### src/rtl/yuvrgb_pkg.sv
// ----------------------------------------------------------------------------
// yuvrgb_pkg
// Types, coefficients and helpers shared by the pixel-pair color converter.
// ----------------------------------------------------------------------------
package yuvrgb_pkg;

  localparam logic [7:0]  LUMA_BLACK     = 8'd16;
  localparam logic [7:0]  CHROMA_ZERO    = 8'd128;

  // limited range, 10 fractional bits
  localparam logic [10:0] LUMA_COEF_LIM  = 11'd1192;
  localparam logic [16:0] CR_COEF_LIM    = 17'd1634;
  localparam logic [16:0] CGV_COEF_LIM   = 17'd833;
  localparam logic [16:0] CGU_COEF_LIM   = 17'd400;
  localparam logic [16:0] CB_COEF_LIM    = 17'd2066;

  // full range, Q16
  localparam logic [16:0] CR_COEF_FULL   = 17'd91881;
  localparam logic [16:0] CGU_COEF_FULL  = 17'd22554;
  localparam logic [16:0] CGV_COEF_FULL  = 17'd46802;
  localparam logic [16:0] CB_COEF_FULL   = 17'd116130;

  localparam logic        MODE_LIMITED   = 1'b0;
  localparam logic        MODE_FULL      = 1'b1;

  localparam int unsigned SHIFT_LIMITED  = 10;
  localparam int unsigned SHIFT_FULL     = 16;

  // stage 1: offsets removed
  typedef struct packed {
    logic              mode;
    logic signed [8:0] ud;
    logic signed [8:0] vd;
    logic [7:0]        luma0;
    logic [7:0]        luma1;
  } front_t;

  // stage 2: products
  typedef struct packed {
    logic               mode;
    logic [23:0]        lum0;
    logic [23:0]        lum1;
    logic signed [25:0] cr;
    logic signed [25:0] cgu;
    logic signed [25:0] cgv;
    logic signed [25:0] cb;
  } prod_t;

  // load enables of the sum and saturate stages
  typedef struct packed {
    logic en_sum;
    logic en_sat;
  } sat_ctl_t;

  function automatic logic [16:0] pick_coef(logic mode, logic [16:0] lim, logic [16:0] full);
    return (mode == MODE_FULL) ? full : lim;
  endfunction

  // floor at zero, scale down, saturate at 255
  function automatic logic [7:0] sat8(logic signed [26:0] v, logic mode);
    logic [26:0] u;
    logic [26:0] sh;
    u  = v;
    sh = (mode == MODE_FULL) ? (u >> SHIFT_FULL) : (u >> SHIFT_LIMITED);
    if (v < 0) begin
      return 8'd0;
    end else if (sh > 27'd255) begin
      return 8'd255;
    end
    return sh[7:0];
  endfunction

endpackage

### src/rtl/yuvrgb_mul.sv
// ----------------------------------------------------------------------------
// yuvrgb_mul
// Product stage: luma and chroma terms for both pixels of the pair.
// ----------------------------------------------------------------------------
module yuvrgb_mul
  import yuvrgb_pkg::*;
(
  input  logic   clk,
  input  logic   en,
  input  front_t front,
  output prod_t  prod_r
);

  prod_t              prod_nxt;
  logic [18:0]        lim0;
  logic [18:0]        lim1;
  logic signed [26:0] cr_full;
  logic signed [26:0] cgu_full;
  logic signed [26:0] cgv_full;
  logic signed [26:0] cb_full;

  always_comb begin
    lim0     = 19'(front.luma0) * 19'(LUMA_COEF_LIM);
    lim1     = 19'(front.luma1) * 19'(LUMA_COEF_LIM);
    cr_full  = front.vd * $signed({1'b0, pick_coef(front.mode, CR_COEF_LIM, CR_COEF_FULL)});
    cgu_full = front.ud * $signed({1'b0, pick_coef(front.mode, CGU_COEF_LIM, CGU_COEF_FULL)});
    cgv_full = front.vd * $signed({1'b0, pick_coef(front.mode, CGV_COEF_LIM, CGV_COEF_FULL)});
    cb_full  = front.ud * $signed({1'b0, pick_coef(front.mode, CB_COEF_LIM, CB_COEF_FULL)});

    prod_nxt.mode = front.mode;
    // full range: luma times one in Q16 is a plain shift
    prod_nxt.lum0 = (front.mode == MODE_FULL) ? {front.luma0, 16'd0} : {5'd0, lim0};
    prod_nxt.lum1 = (front.mode == MODE_FULL) ? {front.luma1, 16'd0} : {5'd0, lim1};
    prod_nxt.cr   = cr_full[25:0];
    prod_nxt.cgu  = cgu_full[25:0];
    prod_nxt.cgv  = cgv_full[25:0];
    prod_nxt.cb   = cb_full[25:0];
  end

  always_ff @(posedge clk) begin
    if (en) begin
      prod_r <= prod_nxt;
    end
  end

endmodule

### src/rtl/yuvrgb_sat.sv
// ----------------------------------------------------------------------------
// yuvrgb_sat
// Sum and saturate stages for one pixel: three channel sums, then 8-bit RGB.
// ----------------------------------------------------------------------------
module yuvrgb_sat
  import yuvrgb_pkg::*;
(
  input  logic               clk,
  input  sat_ctl_t           ctl,
  input  logic               mode,
  input  logic [23:0]        lum,
  input  logic signed [25:0] cr,
  input  logic signed [25:0] cgu,
  input  logic signed [25:0] cgv,
  input  logic signed [25:0] cb,
  output logic [23:0]        rgb_r      // red [7:0], green [15:8], blue [23:16]
);

  logic signed [26:0] lum_s;
  logic signed [26:0] r_sum_nxt, g_sum_nxt, b_sum_nxt;
  logic signed [26:0] r_sum_r, g_sum_r, b_sum_r;
  logic               mode_r;
  logic [23:0]        rgb_nxt;

  always_comb begin
    lum_s     = $signed({3'b000, lum});
    r_sum_nxt = lum_s + $signed({cr[25], cr});
    g_sum_nxt = lum_s - $signed({cgu[25], cgu}) - $signed({cgv[25], cgv});
    b_sum_nxt = lum_s + $signed({cb[25], cb});
    rgb_nxt   = {sat8(b_sum_r, mode_r), sat8(g_sum_r, mode_r), sat8(r_sum_r, mode_r)};
  end

  always_ff @(posedge clk) begin
    if (ctl.en_sum) begin
      r_sum_r <= r_sum_nxt;
      g_sum_r <= g_sum_nxt;
      b_sum_r <= b_sum_nxt;
      mode_r  <= mode;
    end
    if (ctl.en_sat) begin
      rgb_r <= rgb_nxt;
    end
  end

endmodule

### src/rtl/yuv_pair_to_rgb_converter.sv
// Throughput: one pixel pair per cycle while the output side is not stalled;
// register stages are offset removal, products, channel sums and saturation,
// each with its own valid bit. A stall holds each full stage behind it while
// empty stages still advance, so bubbles are squeezed out.
// Reset (synchronous, rst_n low) clears all valid bits and sets the mode to
// limited range.
// ----------------------------------------------------------------------------
// yuv_pair_to_rgb_converter
// BT.601 conversion of a luma pair with shared chroma into two RGB pixels.
// ----------------------------------------------------------------------------
module yuv_pair_to_rgb_converter
  import yuvrgb_pkg::*;
(
  input  logic        clk,
  input  logic        rst_n,
  input  logic        cfg_wr_en,
  input  logic        cfg_wr_data,   // conversion_mode
  input  logic        in_tvalid,
  output logic        in_tready,
  input  logic [31:0] in_tdata,      // luma_first, luma_second, chroma_blue, chroma_red
  output logic        out_tvalid,
  input  logic        out_tready,
  output logic [47:0] out_tdata      // red_first, green_first, blue_first,
                                     // red_second, green_second, blue_second
);

  logic       mode_r;
  logic       v1_r, v2_r, v3_r, v4_r;
  logic       adv1, adv2, adv3, adv4;
  front_t     front_nxt, front_r;
  prod_t      prod_r;
  sat_ctl_t   sat_ctl;
  logic [7:0] y0, y1, cb_in, cr_in;
  logic [23:0] rgb0_r, rgb1_r;

  // a stage moves when it is empty or the one after it moves
  assign adv4      = out_tready | ~v4_r;
  assign adv3      = adv4 | ~v3_r;
  assign adv2      = adv3 | ~v2_r;
  assign adv1      = adv2 | ~v1_r;
  assign in_tready = adv1;

  always_ff @(posedge clk) begin
    if (!rst_n) begin
      mode_r <= MODE_LIMITED;
      v1_r   <= 1'b0;
      v2_r   <= 1'b0;
      v3_r   <= 1'b0;
      v4_r   <= 1'b0;
    end else begin
      if (cfg_wr_en) begin
        mode_r <= cfg_wr_data;
      end
      if (adv1) v1_r <= in_tvalid;
      if (adv2) v2_r <= v1_r;
      if (adv3) v3_r <= v2_r;
      if (adv4) v4_r <= v3_r;
    end
  end

  assign y0    = in_tdata[7:0];
  assign y1    = in_tdata[15:8];
  assign cb_in = in_tdata[23:16];
  assign cr_in = in_tdata[31:24];

  always_comb begin
    front_nxt.mode = mode_r;
    front_nxt.ud   = $signed({1'b0, cb_in}) - $signed({1'b0, CHROMA_ZERO});
    front_nxt.vd   = $signed({1'b0, cr_in}) - $signed({1'b0, CHROMA_ZERO});
    if (mode_r == MODE_FULL) begin
      front_nxt.luma0 = y0;
      front_nxt.luma1 = y1;
    end else begin
      // floor dark luma at black level
      front_nxt.luma0 = (y0 < LUMA_BLACK) ? 8'd0 : (y0 - LUMA_BLACK);
      front_nxt.luma1 = (y1 < LUMA_BLACK) ? 8'd0 : (y1 - LUMA_BLACK);
    end
  end

  always_ff @(posedge clk) begin
    if (adv1) begin
      front_r <= front_nxt;
    end
  end

  yuvrgb_mul u_mul (
    .clk    (clk),
    .en     (adv2),
    .front  (front_r),
    .prod_r (prod_r)
  );

  assign sat_ctl.en_sum = adv3;
  assign sat_ctl.en_sat = adv4;

  yuvrgb_sat u_sat0 (
    .clk   (clk),
    .ctl   (sat_ctl),
    .mode  (prod_r.mode),
    .lum   (prod_r.lum0),
    .cr    (prod_r.cr),
    .cgu   (prod_r.cgu),
    .cgv   (prod_r.cgv),
    .cb    (prod_r.cb),
    .rgb_r (rgb0_r)
  );

  yuvrgb_sat u_sat1 (
    .clk   (clk),
    .ctl   (sat_ctl),
    .mode  (prod_r.mode),
    .lum   (prod_r.lum1),
    .cr    (prod_r.cr),
    .cgu   (prod_r.cgu),
    .cgv   (prod_r.cgv),
    .cb    (prod_r.cb),
    .rgb_r (rgb1_r)
  );

  assign out_tvalid = v4_r;
  assign out_tdata  = {rgb1_r, rgb0_r};

endmodule

### config.mk
export PLATFORM = sky130hd
export DESIGN_NAME = yuv_pair_to_rgb_converter
export DESIGN_NICKNAME = d
export VERILOG_FILES = /design/src/rtl/yuvrgb_pkg.sv /design/src/rtl/yuvrgb_mul.sv /design/src/rtl/yuvrgb_sat.sv /design/src/rtl/yuv_pair_to_rgb_converter.sv
export SDC_FILE = /design/constraint.sdc
export NUM_CORES = 1
export LEC_CHECK = 0
export BUFFER_PORTS_ARGS = -buffer_cell sky130_fd_sc_hd__buf_2
export CAP_MARGIN = 15
export CORE_MARGIN = 2
export CORE_UTILIZATION = 62
export CTS_CLUSTER_DIAMETER = 50
export DETAILED_ROUTE_END_ITERATION = 6
export PLACE_DENSITY = 0.79
export RECOVER_POWER = 25
export SKIP_CTS_REPAIR_TIMING = 1
export SLEW_MARGIN = 25
export SYNTH_ARGS = -nofsm -noshare
export SYNTH_HDL_FRONTEND = slang
export SYNTH_SLANG_ARGS = --single-unit
### constraint.sdc
create_clock -name clk -period 6.6 [get_ports clk]
set_clock_uncertainty 0.1 [all_clocks]
set_input_delay 0.66 -clock clk [delete_from_list [all_inputs] [get_ports clk]]
set_output_delay 0.66 -clock clk [all_outputs]
set_load 0.01 [all_outputs]
# After elaboration in Yosys (flattened, before gate mapping)
# Index checks and enable logic that the tools add are counted.
# classes
addsub	12
mul	6
n_lt_le_gt_ge	14
mux	45
bitwise	8
# op_table
operator	n
> comparator 27 x 8 -> 1 bit, second input constant	6
less-than comparator 27 x 1 -> 1 bit, second input constant	6
2-to-1 mux 8 bit	20
2-to-1 mux 17 bit	8
adder 25 x 26 -> 27 bit	4
subtractor 25 x 26 -> 27 bit	2
subtractor 27 x 26 -> 27 bit	2
multiplier 9 x 18 -> 26 bit	2
2-to-1 mux 19 bit	2
multiplier 8 x 8 -> 16 bit, second input constant	2
2-to-1 mux 16 bit	2
multiplier 9 x 17 -> 26 bit	1
multiplier 9 x 16 -> 25 bit	1
subtractor 8 x 8 -> 9 bit, second input constant	2
less-than comparator 8 x 5 -> 1 bit, second input constant	2
subtractor 8 x 5 -> 8 bit, second input constant	2
2-to-1 mux 15 bit	1
2-to-1 mux 1 bit	12
NOT 1 bit	4
bitwise OR 1 bit	4
# totals
regBits	404
inputBits	38
out_inout_bits	50
elab_cells	115

# Logic depth before layout (Yosys ltp)
# depth
ltp_word	5
ltp_mapped	24

# Modules after synthesis
# From an unflattened synthesis, not the netlist that was laid out.
# hier_totals
hier_cells	3011
area_unflattened_um2	32299.7
# by_module_without_submodules
mod	instances	cells_each	area_per_inst_um2
yuvrgb_mul	1	1820	18894.4
yuvrgb_sat (u_sat1)	1	552	6010.8
yuvrgb_sat (u_sat0)	1	543	5898.2
yuv_pair_to_rgb_converter	1	96	1496.4

# Worst setup path after synthesis
# No wires, ideal clock.
# synth_timing
kind	register to register
start	register front_r[34] (netlist name)
end	register u_mul.prod_r[102] (netlist name)
t_arrival_ns	5.568
required_time_ns	6.242
slack_ns	0.674
path_stages_with_launch	22
synth_period_minus_slack_ns	5.926
path_cell_list	edfxtp_1 -> clkbuf_1 -> buf_1 -> clkbuf_1 -> nand2_1 -> inv_1 -> fa_1 -> fa_1 -> inv_1 -> fa_1 -> inv_1 -> fa_1 -> ha_1 -> ha_1 -> a21oi_2 -> o21bai_2 -> a2111oi_4 -> o31ai_2 -> a41o_1 -> a221o_1 -> a21oi_2 -> xnor2_1
# synth_between
elab_chain_len	2
# synth_lines
element	line	rtl
start: declaration	yuv_pair_to_rgb_converter.sv:30	front_t front_nxt, front_r;
start signal: assignment	yuv_pair_to_rgb_converter.sv:82	front_r <= front_nxt;
2-to-1 mux 17 bit	yuvrgb_pkg.sv:56	return (mode == MODE_FULL) ? full : lim;
multiplier 9 x 18 -> 26 bit	yuvrgb_mul.sv:25	cr_full = front.vd * $signed({1'b0, pick_coef(front.mode, CR_COEF_LIM, CR_COEF_FULL)});
net u_mul.cr_full[24]	yuvrgb_mul.sv:17	logic signed [26:0] cr_full;
# The timed path passes the listed nets, and every way through them passes these cells.
# A chain may end at the register's enable or synchronous reset.

# Worst setup path in the final report
# layout_timing
start	register front_r[34] (netlist name)
end	register u_mul.prod_r[102] (netlist name)
# layout_between
elab_chain_len	2
# layout_lines
element	line
2-to-1 mux 17 bit	yuvrgb_pkg.sv:56
multiplier 9 x 18 -> 26 bit	yuvrgb_mul.sv:25
net u_mul.cr_full[24]	yuvrgb_mul.sv:17
# The timed path passes the listed nets, and every way through them passes these cells.

==> run_results.csv <==
group,metric,value,unit
power,power_switching,6.87,mW
power,p_comb_frac,0.587,
power,pwr-share-clk,0.140,
worst_hold_path,hp-class,"in2reg",
clocking,ctsLongestPathBuffers,3,
worst_hold_path,holdPathEnd,"front_r[26]",
clocking,htree_num_levels,2,
outcome,violations,"capacitance limit, slew limit",
timing,worst_pin_slew,3620,ps
setup_path,worst_setup_path_end_kind,"flip-flop",
timing,maxSlewViolCount,172,
setup_path,cp_max_fo,23,
final_layout,diodes,0,
yosys,synth_area,30100,µm²
grt,grt_pass1_wl,114,mm
yosys,synth_edf_count,323,
route,vias,20700,
timing,max_freq,162,MHz
setup_path,cp-start-kind,"flip-flop",
power,internal-power,8.64,mW
die,die_width,224,µm
yosys,ys_async_sr_fraction,0,
timing,max_slew_margin,-1.41,
die,dieArea,50300,µm²
place,dpl-instance-area,31400,µm²
final_layout,area_growth,8.49,%
yosys,synth_common_cells,"ha_1 (530), inv_1 (438), edfxtp_1 (323)",
route,wire_per_inst,20.7,µm
yosys,synth_top_area_frac,0.322,
final_layout,drive_gt1_frac,0.0538,
power,ir_worst_vdd,0.313,mV
timing,rsz0062_at_grt,"no",
route,firstDrtPassIters,6,
setup_path,r2r_setup_slack,430,ps
clocking,cts_buffers,41,
final_layout,stdcell_area,32600,µm²
yosys,synth_top_area_cell,"edfxtp_1",
yosys,synthFlopType,"edfxtp_1",
timing,finalCritPeriodShare,0.935,
yosys,syn_area_per_cell,11.0,µm²
power,p_seq_frac,0.273,
clocking,clock-sinks,328,
yosys,seq_area_frac_synth,0.326,
clocking,clock-root-buffer,"clkbuf_16",
clocking,clock_latency,560,ps
grt,grt_pass1_vias,21100,
power,leakage,16.0,nW
yosys,yosys-top-cells-area,"edfxtp_1 (32%), ha_1 (22%), fa_1 (15%)",
setup_path,r2r-start,"front_r[34]",
die,io_pins,88,
power,p_per_area,475,nW/µm²
die,initial_core_util,0.629,
clocking,clk_pin_slew,60,ps
route,ant_nets,0,
yosys,synth.most_common_cell,"ha_1",
yosys,syn_inst,2735,
final_layout,register_area,9800,µm²
route,dr.first_iter.drc_count,1454,
worst_hold_path,hp-start,"in_tdata[17]",
yosys,synth.distinct_cells,78,
power,swShare,0.443,
grt,grt_util_all_layers,0.296,
timing,tns,0,ps
final_layout,nets,3658,
die,core_area,47800,µm²
die,die_h,224,µm
setup_path,reg2reg_to,"u_mul.prod_r[102]",
grt,grt_max_degree,77,
place,place_congestion,1.03,
setup_path,crit_arrival,6390,ps
place,port_buffers,87,
grt,overflow,0,
outcome,status,"complete, but fails checks",
route,drc_errors,0,
clocking,cts_tree,"built",
die,rows,80,
setup_path,crit_type,"reg2reg",
timing,finalSetupViolCount,0,
final_layout,multi_input_area,18600,µm²
place,detailed_place_hpwl,61.2,mm
flow_run,maxCapViolCount,4,
timing,hold_viol_final,0,
grt,antenna_found_initial,3,
setup_path,worstRegToRegCells,18,
yosys,ys_ff_latch,328,
worst_hold_path,whs_path_depth,1,
setup_path,worstPathRequired,6820,ps
timing,finalCriticalPeriod,6170,ps
yosys,yosys_warnings,0,
route,routed_wl,72.8,mm
final_layout,fill_cells,3641,
route,viasPerCell,5.88,
## power groups by stage
stage,Combinational (mW),Clock (mW),Sequential [mW]
floorplan,6.49,0,3.97
global placement,8.56,0,4.24
detailed placement,8.85,0,4.26
CTS,8.98,2.21,4.23
global route,10.1,2.28,4.29
finish,9.09,2.17,4.24
## through the flow
step                      setup slack, ps  power, mW   util  hold WS, ps  cells
after global routing                 36.5       16.7  0.682          156   3517
final                                 429       15.5  0.682          172   3517
after global placement                616       12.8  0.656          344   3444
after CTS                             403       15.4  0.684          150   3517
after floorplan                       674       10.5      -          300   2760
after detailed placement              444       13.1  0.656          348   3444
## cell usage in the layout (no fill, tap or decap), types with 12 or more instances in the layout
cell type / Yosys / routed
nand2_1: 92 / 92
a31oi_1: 17 / 17
fa_1: 218 / 218
and2_0: 1 / 12
nor4_1: 15 / 13
o21bai_1: 22 / 22
ha_1: 530 / 530
nor2b_1: 51 / 51
nor3_1: 42 / 42
and2_1: 25 / 14
or2_2: 17 / 17
buf_4: 0 / 12
edfxtp_1: 323 / 323
and3_1: 17 / 17
nand4_1: 18 / 18
a21o_1: 77 / 77
nand2b_1: 19 / 19
mux2i_1: 50 / 50
clkbuf_1: 23 / 59
xor2_1: 39 / 39
inv_1: 438 / 437
o21a_1: 25 / 25
xnor2_1: 121 / 121
nor2_1: 144 / 144
nand3_1: 26 / 26
buf_2: 2 / 38
a21oi_1: 175 / 175
a211oi_1: 13 / 13
clkbuf_16: 0 / 42
conb_1: 2 / 27
o21ai_0: 61 / 61
## flip-flops by register name, indices dropped and copies added, names as in the netlist
name            cells
u_sat0.g_sum_r     17
out_tvalid          1
u_sat0.r_sum_r     17
v1_r                1
front_r            33
u_sat1.rgb_r       24
u_sat0.rgb_r       24
u_sat0.mode_r       1
mode_r              1
u_sat1.g_sum_r     17
u_sat0.b_sum_r     17
v2_r                1
u_sat1.r_sum_r     17
u_sat1.b_sum_r     17
u_mul.prod_r      139
v3_r                1
## worst max-delay path, cell delays in order, from the launching register on
cell       delay, ps
edfxtp_1         820
nand2_1          270
inv_1            290
fa_1             480
fa_1             490
inv_1             50
fa_1             490
inv_1             60
fa_1             470
ha_1             310
ha_1             350
a21oi_2          200
o21bai_2         120
a2111oi_4        430
o31ai_2          110
a41o_1           290
a221o_1          320
a21oi_2          170
xnor2_1           90
## cell type report
class | instances | area share
Inverter | 439 | 0.0505
Timing Repair Buffer | 103 | 0.0147
Clock inverter | 25 | 0.00782
Sequential cell | 328 | 0.300
Tap cell | 615 | 0.0236
Multi-Input combinational cell | 1959 | 0.570
Clock buffer | 48 | 0.0329
## worst max-delay path by stage
stage / start / depth (start not counted) / to
6_report: front_r[34] / 18 / u_mul.prod_r[102]
5_1_grt: front_r[34] / 18 / u_mul.prod_r[45]
4_1_cts: front_r[34] / 18 / u_mul.prod_r[102]
2_1_floorplan: front_r[34] / 21 / u_mul.prod_r[102]
3_5_place_dp: front_r[34] / 18 / u_mul.prod_r[102]
3_3_place_gp: front_r[34] / 20 / u_mul.prod_r[75]
## routing by layer
| metal | track usage | vias up | wire length, µm |
|---|---|---|---|
| li1 | - | 9811 | - |
| met1 | 0.412 | 10100 | 32600 |
| met2 | 0.472 | 657 | 32700 |
| met3 | 0.0469 | 142 | 4690 |
| met4 | 0.112 | 0 | 2870 |
| met5 | 0 | - | 0 |
## kinds of logic after synthesis
kind of cell	synth area share
adders and majority gates	0.365
xor gates and xnor gates	0.0466
AOI/OAI and AO/OA	0.103
muxes	0.0170
and+or+nand+nor	0.0835
other	0.000250
buffers and inverters	0.0591
DFF	0.326
No activity file was read; power rests on OpenSTA's default activity.
